## config.mk

```make
export PLATFORM = sky130hd
export DESIGN_NAME = sit_setup
export DESIGN_NICKNAME = d
export VERILOG_FILES = /design/src/hdl/sit_pkg.sv /design/src/hdl/sit_setup.sv
export SDC_FILE = /design/constraint.sdc
export NUM_CORES = 1
export LEC_CHECK = 0
export ABC_AREA = 1
export CAP_MARGIN = 15
export CORE_MARGIN = 2
export CORE_UTILIZATION = 30
export DETAILED_ROUTE_END_ITERATION = 6
export DONT_BUFFER_PORTS = 1
export HOLD_SLACK_MARGIN = 0.08
export SLEW_MARGIN = 20
export SYNTH_ARGS = -nofsm -noshare
export SYNTH_HDL_FRONTEND = slang
export SYNTH_SLANG_ARGS = --single-unit
```

## constraint.sdc

```tcl
create_clock -name clk -period 8.05 [get_ports clk]
set_input_delay 0.4025 -clock clk [delete_from_list [all_inputs] [get_ports clk]]
set_output_delay 0.4025 -clock clk [all_outputs]
set_load 0.01 [all_outputs]
```

## src/hdl/sit_pkg.sv

```systemverilog
// ----------------------------------------------------------------------------
// sit_pkg: shared types and constants of the segment intersection test
// Coordinate widths, derived arithmetic widths, the transaction payloads and
// the stage payloads that pass between the pipeline modules.
// ----------------------------------------------------------------------------
package sit_pkg;

  localparam int COORD_WIDTH = 16;
  // Width of a coordinate difference.
  localparam int DIFF_WIDTH  = COORD_WIDTH + 1;
  // Width of products, cross products and the scaled bounds.
  localparam int PROD_WIDTH  = 2 * COORD_WIDTH + 3;

  typedef enum logic [1:0] {
    REL_CROSS    = 2'd0,
    REL_COINCIDE = 2'd1,
    REL_PARALLEL = 2'd2
  } sit_rel_t;

  typedef struct packed {
    logic signed [COORD_WIDTH-1:0] first_start_x;
    logic signed [COORD_WIDTH-1:0] first_start_y;
    logic signed [COORD_WIDTH-1:0] first_end_x;
    logic signed [COORD_WIDTH-1:0] first_end_y;
    logic signed [COORD_WIDTH-1:0] second_start_x;
    logic signed [COORD_WIDTH-1:0] second_start_y;
    logic signed [COORD_WIDTH-1:0] second_end_x;
    logic signed [COORD_WIDTH-1:0] second_end_y;
  } sit_in_t;

  typedef struct packed {
    logic     collide;
    sit_rel_t relation;
  } sit_out_t;

  // Facts about the pair that ride along with the arithmetic.
  typedef struct packed {
    logic signed [DIFF_WIDTH-1:0] uy_raw;
    logic signed [DIFF_WIDTH-1:0] vy_raw;
    logic                         u_vert;
    logic                         v_vert;
    logic                         box_overlap;
  } sit_ctx_t;

  // Direction vectors (vertical ones already replaced by (0, 1)).
  typedef struct packed {
    logic signed [DIFF_WIDTH-1:0] ux;
    logic signed [DIFF_WIDTH-1:0] uy;
    logic signed [DIFF_WIDTH-1:0] vx;
    logic signed [DIFF_WIDTH-1:0] vy;
    logic signed [DIFF_WIDTH-1:0] wx;
    logic signed [DIFF_WIDTH-1:0] wy;
    sit_ctx_t                     ctx;
  } sit_diff_t;

  // Denominator and the two parameter numerators.
  typedef struct packed {
    logic signed [PROD_WIDTH-1:0] den;
    logic signed [PROD_WIDTH-1:0] tn;
    logic signed [PROD_WIDTH-1:0] sn;
    sit_ctx_t                     ctx;
  } sit_cross_t;

endpackage

```

## src/hdl/sit_setup.sv

```systemverilog
// ----------------------------------------------------------------------------
// sit_setup: first pipeline stage
// Forms the direction vectors of both segments and the offset between their
// starts, flags vertical segments and settles the bounding box overlap.
// ----------------------------------------------------------------------------
module sit_setup (
  input  logic               clk,
  input  logic               rst_n,
  input  logic               in_valid,
  output logic               in_ready,
  input  sit_pkg::sit_in_t   in_data,
  output logic               out_valid,
  input  logic               out_ready,
  output sit_pkg::sit_diff_t out_data
);

  localparam int DW = sit_pkg::DIFF_WIDTH;

  logic               valid_r;
  sit_pkg::sit_diff_t stage_r;
  sit_pkg::sit_diff_t stage_nxt;

  logic signed [DW-1:0] ax;
  logic signed [DW-1:0] ay;
  logic signed [DW-1:0] bx;
  logic signed [DW-1:0] by;
  logic signed [DW-1:0] cx;
  logic signed [DW-1:0] cy;
  logic signed [DW-1:0] dx;
  logic signed [DW-1:0] dy;
  logic signed [DW-1:0] ux;
  logic signed [DW-1:0] uy;
  logic signed [DW-1:0] vx;
  logic signed [DW-1:0] vy;
  logic signed [DW-1:0] x1lo;
  logic signed [DW-1:0] x1hi;
  logic signed [DW-1:0] y1lo;
  logic signed [DW-1:0] y1hi;
  logic signed [DW-1:0] x2lo;
  logic signed [DW-1:0] x2hi;
  logic signed [DW-1:0] y2lo;
  logic signed [DW-1:0] y2hi;

  assign in_ready  = !valid_r || out_ready;
  assign out_valid = valid_r;
  assign out_data  = stage_r;

  always_comb begin
    ax = DW'(in_data.first_start_x);
    ay = DW'(in_data.first_start_y);
    bx = DW'(in_data.first_end_x);
    by = DW'(in_data.first_end_y);
    cx = DW'(in_data.second_start_x);
    cy = DW'(in_data.second_start_y);
    dx = DW'(in_data.second_end_x);
    dy = DW'(in_data.second_end_y);

    ux = bx - ax;
    uy = by - ay;
    vx = dx - cx;
    vy = dy - cy;

    x1lo = (ax < bx) ? ax : bx;
    x1hi = (ax < bx) ? bx : ax;
    y1lo = (ay < by) ? ay : by;
    y1hi = (ay < by) ? by : ay;
    x2lo = (cx < dx) ? cx : dx;
    x2hi = (cx < dx) ? dx : cx;
    y2lo = (cy < dy) ? cy : dy;
    y2hi = (cy < dy) ? dy : cy;

    stage_nxt.ctx.uy_raw      = uy;
    stage_nxt.ctx.vy_raw      = vy;
    stage_nxt.ctx.u_vert      = (ux == '0);
    stage_nxt.ctx.v_vert      = (vx == '0);
    stage_nxt.ctx.box_overlap = (x1lo <= x2hi) && (x2lo <= x1hi) &&
                                (y1lo <= y2hi) && (y2lo <= y1hi);

    // A vertical segment is treated as the line x = start x, direction (0, 1).
    stage_nxt.ux = ux;
    stage_nxt.uy = (ux == '0) ? DW'(1) : uy;
    stage_nxt.vx = vx;
    stage_nxt.vy = (vx == '0) ? DW'(1) : vy;
    stage_nxt.wx = cx - ax;
    stage_nxt.wy = cy - ay;
  end

  always_ff @(posedge clk) begin
    if (!rst_n) begin
      valid_r <= 1'b0;
    end else if (in_ready) begin
      valid_r <= in_valid;
    end
  end

  always_ff @(posedge clk) begin
    if (in_ready && in_valid) begin
      stage_r <= stage_nxt;
    end
  end

endmodule

```

Word level (Yosys, flattened, before mapping)
Index checks and enable logic that the tools add are counted.

Multiplexer cells: 8. Order comparisons: 8. Add/sub/neg operators: 6. Reductions and logical operators: 8.

Operators by type and width (count): 17-bit two-way mux (8); 16-bit by 16-bit subtractor with 17-bit output (6); 17-bit less-or-equal comparator (4); 16-bit < comparator (4); 17-bit logical NOT (2); 1-bit logical AND (4); 1-bit logical NOT (1); 1-bit logical OR (1).

Input port bits: 132. Bits in registers: 140. Output and inout bits: 141. Word-level logic and storage cells: 42.

Logic depth before layout (Yosys ltp)
Gate-level depths: netlist (run 1).

Depth in word-level cells: 6. Gate-level depth with buffers: 26. Gate-level depth less buffers: 25.

Worst setup path before layout (run 1)
OpenSTA, ideal clock, no wires.

Path kind: input-to-reg. From: input in_valid. To: register stage_r, in the netlist out_data[0], enable pin. Setup slack: 238 ps. Library setup time: 683 ps. Cell stages on the path: 2. Path buffers: 0. Required time: 7367 ps. Arrival time: 7129 ps. Path through: inv_1 -> a21oi_1.

Longest elaborated chain between the ends: 1.

Ends and longest elaborated chain: start: declaration (line sit_setup.sv:9) `input logic in_valid,`; 1-bit logical AND (line sit_setup.sv:97) `if (in_ready && in_valid) begin`; end signal: assignment (line sit_setup.sv:98) `stage_r <= stage_nxt;`; end: declaration (line sit_setup.sv:20) `sit_pkg::sit_diff_t stage_r;`.

Every way passes these cells. A chain may end at the register's enable or synchronous reset.

==> results.json, run 1 <==
{
  "type_of_the_worst_min_delay_path": "input pin to flop",
  "critPathMostFrequentCell": "nand2_1",
  "clk_tree_root_cell": "clkbuf_16",
  "grt_setup_unrepaired": "false",
  "max_slew_headroom_pct": 37.2,
  "hpwl_um": 33000,
  "setup_violations": 0,
  "die_width_um": 213,
  "crit_required_ns": 8.27,
  "outcome": "finished clean",
  "ios": 273,
  "cp_top_family": "simple AND/OR/NAND/NOR gates",
  "row_count": 76,
  "total_grt_usage_pct": 17.2,
  "dp_cells": 2334,
  "core_mm2": 0.0432,
  "cts_sinks": 140,
  "endpoint_of_the_most_critical_register_to_register_path": "out_data[105]",
  "crit_slowest_cell": "xor2_4",
  "nFillCells": 4596,
  "path_class": "input pin to flop",
  "starting_density_pct": 30.5,
  "timing.critical_path.buf_inv": 1,
  "clock-skew-final_ns": 0.0109,
  "share_of_the_clock_period_used_by_the_worst_path_after_layout_pct": 47.9,
  "route.detailed.wl_per_inst_um": 16.5,
  "timing_worst_slew_pin_value_ns": 0.941,
  "final.min_clock_period_ns": 3.85,
  "design.die.area_mm2": 0.0456,
  "worst_hold_path.num_cells": 2,
  "synth_cell_types": 48,
  "timing.hold.ws_ns": 0.185,
  "clk_pin_slew_ns": 0.07,
  "chipHeight_um": 213,
  "num_antenna_cells": 0,
  "syn-instance-count": 1773,
  "synth-seq-area-share_pct": 31.9,
  "globalRoute.totalOverflow": 0,
  "antenna_violations_before_repair": 3,
  "drv.max_cap_violation_count": 0,
  "cts-htree-levels": 4,
  "cp_data_arrival_time_ns": 4.07,
  "vias": 11200,
  "worst_supply_voltage_drop_on_vdd_mv": 0.0957,
  "cts_tree": "yes",
  "reg2reg_from": "out_valid",
  "wire_length_of_the_first_global_routing_pass_um": 60000,
  "setup-tns-final_ns": 0,
  "critical_path_max_stage_delay_ns": 0.70,
  "final_layout_size_suffix_gt1_share_pct": 4.43,
  "cts_resized": 0,
  "cts_max_path_buffers": 2,
  "wl_um": 39100,
  "worstSetupStartpointType": "input pin",
  "first_pass_iters": 5,
  "dr_vias_cell": 4.74,
  "r2r_slack_ns": 6.00,
  "most-common-layout-cells": "553 x nand2_1, 288 x inv_1, 164 x ha_1",
  "dr.first_iter.drc_count": 735,
  "gp_congestion": 0.902,
  "p_leak_nw": 7.17,
  "hold-path-endpoint": "out_valid",
  "avg_inst_size_synth_um2": 7.42,
  "design.final.nets": 2071,
  "report.final.slew_viol_count": 0,
  "synth.net_count": 2075,
  "worstPathCellList": "inv_1, ha_1, a21oi_1, a21boi_0, nand3_2, nand2_1, nand2_2, xor2_4, nand2_4, nand2_1, nand2_1, ha_1, nand2_1, o21a_1, o21ai_0, nand2_1, nand2_1, nand2_1, nand2_1, nand2_1, nand3_1, nor2_1",
  "final-instance-count-excl-fill": 2367,
  "layout-area-overhead-vs-synth_pct": 9.22,
  "cts_buffers": 17,
  "min_from": "in_valid",
  "port_buffer_count": 0,
  "critical_path.max_fanout": 35,
  "layout.cells.most_common": "nand2_1",
  "first_global_vias": 11000,
  "detail-route-antenna-nets": 0,
  "ys_ff_latch": 140,
  "clock_latency_ns": 0.45,
  "drt_drc_violations_left": 0,
  "yosys_warnings": 0,
  "worstSetupEndpointType": "flop",
  "grt_start_max_net_pins": 61,
  "post_syn_area_mm2": 0.0132,
  "final-hold-violation-count": 0,
  "r2r_cells": 3,
  "fmax_ghz": 0.259,
  "total_power_density_per_cell_area_mw_per_mm2": 191
}
## cells by family after synthesis
logic type               Yosys count  share of synthesized area (%)
buffers and inverters            321                           9.68
XOR/XNOR                          56                           3.87
AO/OA/AOI/OAI                    285                           12.0
AND/OR/NAND/NOR                  801                           26.1
adder cells (fa/ha/maj)          170                           16.5
flip-flops                       140                           31.9
## metal layers
metal	routed length (um)	part of all wire, %	up-vias	GRT usage [%]
met5	45	0.12	-	0
met4	952	2.4	6	5.63
met3	4230	11	58	8.27
met2	18400	47	324	29.5
met1	15500	40	5003	18.8
li1	-	-	5826	-
## cells in the mapped netlist (all sizes together)
master	n	area, um^2
a2111oi	1	8.76
a211o	2	17.5
a211oi	3	22.5
a21boi	6	45.0
a21o	9	67.6
a21oi	99	510
a221oi	1	8.76
a31oi	11	68.8
a41oi	2	17.5
and2	5	31.3
buf	15	125
clkbuf	14	52.6
dfxtp	1	20.0
edfxtp	139	4170
fa	6	120
ha	164	2050
inv	292	1100
nand2	567	2170
nand3	83	453
nand3b	26	195
nand4	20	140
nor2	79	319
nor3	14	81.3
nor3b	2	15.0
nor4	5	31.3
o211ai	1	7.51
o21a	2	15.0
o21ai	136	688
o21bai	10	86.3
o22ai	1	6.26
o31a	1	8.76
xnor2	21	184
xor2	35	325
## power by group
part / internal [mW] / switching, mW
clock: 0.467 / 0.352
combinational: 0.316 / 0.588
sequential: 0.937 / 0.0840
## how the worst max path moves through the flow
stage / startpoint / end / cells after the start
after global placement: in_data[40] / out_data[0] / 22
final: in_data[40] / out_data[0] / 22
after CTS: in_data[40] / out_data[0] / 22
after detailed placement: in_data[40] / out_data[0] / 22
after global routing: in_data[51] / out_data[0] / 22
after floorplan: in_valid / out_data[0] / 2
## cell type report
| cell class | count | area, um^2 | share of cell area [%] |
|---|---|---|---|
| Sequential cell | 140 | 4190 | 29.2 |
| Multi-Input combinational cell | 1312 | 7710 | 53.6 |
| Inverter | 292 | 1100 | 7.62 |
| Tap cell | 585 | 732 | 5.09 |
| Timing Repair Buffer | 6 | 47.5 | 0.331 |
| Clock inverter | 15 | 175 | 1.22 |
| Clock buffer | 17 | 425 | 2.96 |
## state kept, by name (all words and copies together) (netlist names)
| register | count |
|---|---|
| out_data | 139 |
| out_valid | 1 |
## per-stage QoR
stage / util, % / power, mW / setup WS (ns) / instance area, um^2
floorplan: - / 1.74 / 0.238 / 13200
finish: 33.3 / 2.74 / 4.20 / 14400
global route: 33.3 / 2.96 / 3.74 / 14400
detailed placement: 31.9 / 1.94 / 3.75 / 13800
global placement: 31.9 / 1.93 / 3.80 / 13800
CTS: 33.3 / 2.78 / 4.26 / 14400
## what timing repair did
action                     4_1_cts  5_1_grt
setup buffers                    0        0
hold endpoints to repair         1        0
hold buffers                     1        0
setup endpoints to repair        0        0
(Power assumes the default switching activity.)
==> run 2: changes to the inputs <==
==> constraint.sdc (replaced) <==
create_clock -name clk -period 3.5 [get_ports clk]
set_input_delay 0.175 -clock clk [delete_from_list [all_inputs] [get_ports clk]]
set_output_delay 0.175 -clock clk [all_outputs]
set_load 0.01 [all_outputs]
==> results.json, run 2 (synthesis gave the netlist of run 1 again) <==
{
  "outcome": "finished clean",
  "cts_sinks": 140,
  "first_global_vias": 11100,
  "gp_congestion": 0.942,
  "wire_length_of_the_first_global_routing_pass_um": 59900,
  "type_of_the_worst_min_delay_path": "input pin to flop",
  "grt_start_max_net_pins": 140,
  "comb_power_share_pct": 34.6,
  "crit_slowest_cell": "dlygate4sd3_1",
  "worstSetupPathDepth": 21,
  "grt_setup_unrepaired": "false",
  "wl_um": 39500,
  "final_layout_size_suffix_gt1_share_pct": 6.60,
  "power.net_switching_mw": 2.34,
  "vias": 11600,
  "p_leak_nw": 7.44,
  "power_internal_mw": 4.12,
  "core_mm2": 0.0432,
  "clk_pin_slew_ns": 0.06,
  "path_class": "input pin to flop",
  "cp_data_arrival_time_ns": 3.45,
  "worst_hold_path.num_cells": 2,
  "starting_density_pct": 30.5,
  "final.min_clock_period_ns": 3.25,
  "worstSetupStartpointType": "input pin",
  "critPathMostFrequentCell": "nand2_1",
  "design.final.nets": 2122,
  "final-instance-count-excl-fill": 2418,
  "pwr-share-clk_pct": 29.0,
  "cts_max_path_buffers": 2,
  "row_count": 76,
  "worstSetupEndpointType": "flop",
  "most-common-layout-cells": "552 x nand2_1, 288 x inv_1, 164 x ha_1",
  "layout.cells.most_common": "nand2_1",
  "clock-skew-final_ns": 0.0106,
  "max_slew_headroom_pct": 43.7,
  "critical_path_max_stage_delay_ns": 0.54,
  "port_buffer_count": 0,
  "final-hold-violation-count": 0,
  "clk_tree_root_cell": "clkbuf_16",
  "endpoint_of_the_most_critical_register_to_register_path": "out_data[136]",
  "share_of_the_clock_period_used_by_the_worst_path_after_layout_pct": 92.8,
  "dp_cells": 2374,
  "detailed_place.area_mm2": 0.0141,
  "globalRoute.totalOverflow": 0,
  "route.detailed.wl_per_inst_um": 16.3,
  "r2r_cells": 2,
  "chipHeight_um": 213,
  "fmax_ghz": 0.308,
  "r2r_slack_ns": 1.85,
  "hpwl_um": 32900,
  "reg2reg_from": "out_valid",
  "total_grt_usage_pct": 17.3,
  "setup_violations": 0,
  "die_width_um": 213,
  "dr.first_iter.drc_count": 781,
  "timing_worst_slew_pin_value_ns": 0.845,
  "dr_vias_cell": 4.78,
  "fin_util_pct": 34.5,
  "crit_required_ns": 3.70,
  "power.switching_fraction_pct": 36.2,
  "worstPathCellList": "dlygate4sd3_1, ha_1, inv_1, nand2_1, nand3_1, nand3_1, nand2_1, nand2_1, nand3_1, nand3_2, buf_12, o21ai_0, ha_1, a21oi_1, o21ai_1, nand2_1, o211ai_1, nand2_1, nand4_1, nand3_2, nor2_1",
  "design.die.area_mm2": 0.0456,
  "cts_tree": "yes",
  "timing.critical_path.buf_inv": 3,
  "critical_path.max_fanout": 36,
  "total_power_density_per_cell_area_mw_per_mm2": 433,
  "drt_drc_violations_left": 0,
  "largest_register_ffs": 139,
  "cp_top_family": "simple AND/OR/NAND/NOR gates",
  "cts-htree-levels": 4,
  "report.final.slew_viol_count": 0,
  "cts_buffers": 17,
  "hold-path-endpoint": "out_data[3]",
  "clock_latency_ns": 0.46,
  "antenna_violations_before_repair": 2,
  "ios": 273,
  "power_frac_seq_pct": 36.4,
  "worst_supply_voltage_drop_on_vdd_mv": 0.251,
  "layout-area-overhead-vs-synth_pct": 13.2,
  "fin_area_mm2": 0.0149,
  "first_pass_iters": 6,
  "min_from": "in_data[32]",
  "drv.max_cap_violation_count": 0,
  "detail-route-antenna-nets": 0
}
[run 2: area by class of cell]
class	instances	area [um^2]
diodes	1	2.50
clock buffers	19	433
clock inverters	12	164
fillers	4604	28300
inverters	292	1100
multi-input cells	1312	7730
flip-flops and latches	140	4190
well taps	585	732
repair buffers	57	558
[run 2: worst max path at each step]
stage	from	end	slack, ns
floorplan	out_valid	out_data[0]	0.39
global placement	in_data[54]	out_data[0]	-0.12
detailed placement	in_data[54]	out_data[0]	-0.09
CTS	in_data[48]	out_data[0]	0.15
global route	in_data[112]	out_data[0]	0.02
finish	in_data[48]	out_data[0]	0.25
[run 2: worst reg2reg max path, stage by stage, from the launching register on]
cell and delay [ns]:
dfxtp_1 0.37, a21oi_4 0.19, buf_12 0.52
[run 2: power groups by stage]
stage          clock [mW]  sequential, mW  combinational (mW)
5_1_grt              2.01            2.37                2.58
2_1_floorplan           0            2.35                1.63
6_report             1.87            2.35                2.23
3_5_place_dp            0            2.39                2.19
4_1_cts              1.93            2.36                2.22
3_3_place_gp            0            2.39                2.16
[run 2: per-stage QoR]
step / setup TNS, ns / total power, mW / hold WS [ns] / setup slack [ns]
after global routing: 0 / 6.96 / 0.0864 / 0.0203
final: 0 / 6.46 / 0.105 / 0.253
after CTS: 0 / 6.51 / 0.0830 / 0.148
after floorplan: 0 / 3.98 / 0.329 / 0.393
after detailed placement: -0.0885 / 4.58 / 0.334 / -0.0885
after global placement: -0.118 / 4.55 / 0.330 / -0.118
[run 2: layer usage]
layer / up-vias / track usage (%) / wire length, um
li1: 5931 / - / -
met1: 5236 / 19.0 / 15800
met2: 331 / 29.9 / 19000
met3: 53 / 7.47 / 3910
met4: 4 / 5.39 / 728
met5: - / 0 / 25
[run 2: what timing repair did]
action | CTS | global route
setup endpoints to repair | 0 | 1
gates resized for setup | 0 | 7
endpoints found under the hold margin | 11 | 0
hold buffers | 10 | 0
setup buffers | 0 | 1
==> run 3: changes to the inputs <==
==> constraint.sdc (replaced) <==
create_clock -name clk -period 3.78 [get_ports clk]
set_input_delay 0.189 -clock clk [delete_from_list [all_inputs] [get_ports clk]]
set_output_delay 0.189 -clock clk [all_outputs]
set_load 0.01 [all_outputs]
==> results.json, run 3 (synthesis gave the netlist of run 1 again) <==
{
  "outcome": "complete, but fails checks",
  "failed_checks": "design-rule violations",
  "design.die.area_mm2": 0.0456,
  "r2r_slack_ns": 2.11,
  "first_global_vias": 11100,
  "detailed_place.area_mm2": 0.0139,
  "port_buffer_count": 0,
  "clk_pin_slew_ns": 0.07,
  "starting_density_pct": 30.5,
  "cp_top_family": "simple AND/OR/NAND/NOR gates",
  "row_count": 76,
  "antenna_violations_before_repair": 1,
  "report.final.slew_viol_count": 0,
  "dr.first_iter.drc_count": 790,
  "cts_tree": "yes",
  "critical_path.max_fanout": 36,
  "fin_util_pct": 33.6,
  "grt_setup_unrepaired": "false",
  "min_from": "in_data[113]",
  "final_layout_size_suffix_gt1_share_pct": 4.40,
  "drt_drc_violations_left": 4,
  "drv.max_cap_violation_count": 0,
  "post-place-ws_ns": 0.190,
  "first_pass_iters": 7,
  "reg2reg_from": "out_valid",
  "final-hold-violation-count": 0,
  "cts_max_path_buffers": 2,
  "type_of_the_worst_min_delay_path": "input pin to flop",
  "core_mm2": 0.0432,
  "timing.critical_path.buf_inv": 3,
  "globalRoute.totalOverflow": 0,
  "worst_hold_path.num_cells": 2,
  "crit_slowest_cell": "dlygate4sd3_1",
  "num_antenna_cells": 0,
  "post-cts-setup-buffer-count": 0,
  "grt_start_max_net_pins": 140,
  "final.min_clock_period_ns": 3.39,
  "clk_tree_root_cell": "clkbuf_16",
  "die_width_um": 213,
  "endpoint_of_the_most_critical_register_to_register_path": "out_data[131]",
  "wire_length_of_the_first_global_routing_pass_um": 60500,
  "r2r_cells": 2,
  "cts_sinks": 140,
  "timing_worst_slew_pin_value_ns": 0.855,
  "hpwl_um": 32900,
  "cts-htree-levels": 4,
  "design.final.nets": 2083,
  "wl_um": 39500,
  "path_class": "input pin to flop",
  "max_slew_headroom_pct": 43.0,
  "fmax_ghz": 0.295,
  "chipHeight_um": 213,
  "p_leak_nw": 7.22,
  "cts_buffers": 17,
  "vias": 11300,
  "nFillCells": 4633,
  "gp_congestion": 0.880,
  "route.detailed.wl_per_inst_um": 16.6,
  "worstPathCellList": "dlygate4sd3_1, ha_1, inv_1, nand2_1, nand3_1, nand3_1, nand2_1, nand2_1, nand3_1, nand3_2, buf_12, o21ai_0, ha_1, a21oi_1, o21ai_0, nand2_1, o211ai_1, nand2_1, nand3_1, nand2_1, nand3_1, nor2_1",
  "worst_supply_voltage_drop_on_vdd_mv": 0.241,
  "setup_violations": 0,
  "dr_vias_cell": 4.77,
  "setup-tns-final_ns": 0,
  "cts_resized": 0,
  "share_of_the_clock_period_used_by_the_worst_path_after_layout_pct": 89.8,
  "most-common-layout-cells": "553 x nand2_1, 288 x inv_1, 164 x ha_1",
  "total_power_density_per_cell_area_mw_per_mm2": 401,
  "final-instance-count-excl-fill": 2379,
  "clock-skew-final_ns": 0.0123,
  "fin_area_mm2": 0.0145,
  "critPathMostFrequentCell": "nand2_1",
  "layout.cells.most_common": "nand2_1",
  "dp_cells": 2337,
  "worstSetupStartpointType": "input pin",
  "worst_setup_margin_ns": 0.387,
  "hold-path-endpoint": "out_data[123]",
  "critical_path_max_stage_delay_ns": 0.57,
  "total_power_draw_mw": 5.83,
  "cts_hold_buffers": 10,
  "crit_required_ns": 3.98,
  "ios": 273,
  "total_grt_usage_pct": 17.4,
  "layout-area-overhead-vs-synth_pct": 10.4,
  "clock_latency_ns": 0.46,
  "worstSetupEndpointType": "flop",
  "largest_register_ffs": 139,
  "timing.hold.ws_ns": 0.111,
  "detail-route-antenna-nets": 0,
  "cp_data_arrival_time_ns": 3.60
}
[run 3: changes by cell type in the layout (fill, tap and decap cells not counted), moves of 2 or more]
| cell | delta |
|---|---|
| buf_12 | -2 |
| buf_4 | -36 |
| clkinv_4 | -2 |
| o21ai_0 | +3 |
| o21ai_1 | -3 |
[run 3: worst max-delay path by stage]
stage,slack (ns),startpoint,to,cells past startpoint
6_report,0.39,in_data[48],out_data[0],22
5_1_grt,0.05,in_data[48],out_data[0],25
4_1_cts,0.46,in_data[48],out_data[0],23
3_5_place_dp,0.19,in_data[51],out_data[0],24
3_3_place_gp,0.15,in_data[51],out_data[0],24
2_1_floorplan,0.67,out_valid,out_data[0],1
[run 3: power breakdown]
group	internal (mW)	total (mW)	switching [mW]
Clock	0.976	1.68	0.707
Combinational	0.705	1.97	1.27
Sequential	2.00	2.17	0.176
[run 3: metal layers]
metal | part of all wire, % | track usage [%]
met4 | 1.5 | 4.79
met3 | 9.7 | 7.10
met5 | 0.041 | 0
met1 | 40 | 19.2
met2 | 48 | 30.8
[run 3: cell type report]
class	instances	area [um^2]	share of cell area [%]
repair buffers	18	223	1.53
flip-flops and latches	140	4190	28.9
well taps	585	732	5.04
clock buffers	20	437	3.01
multi-input cells	1312	7710	53.1
clock inverters	12	138	0.948
inverters	292	1100	7.55
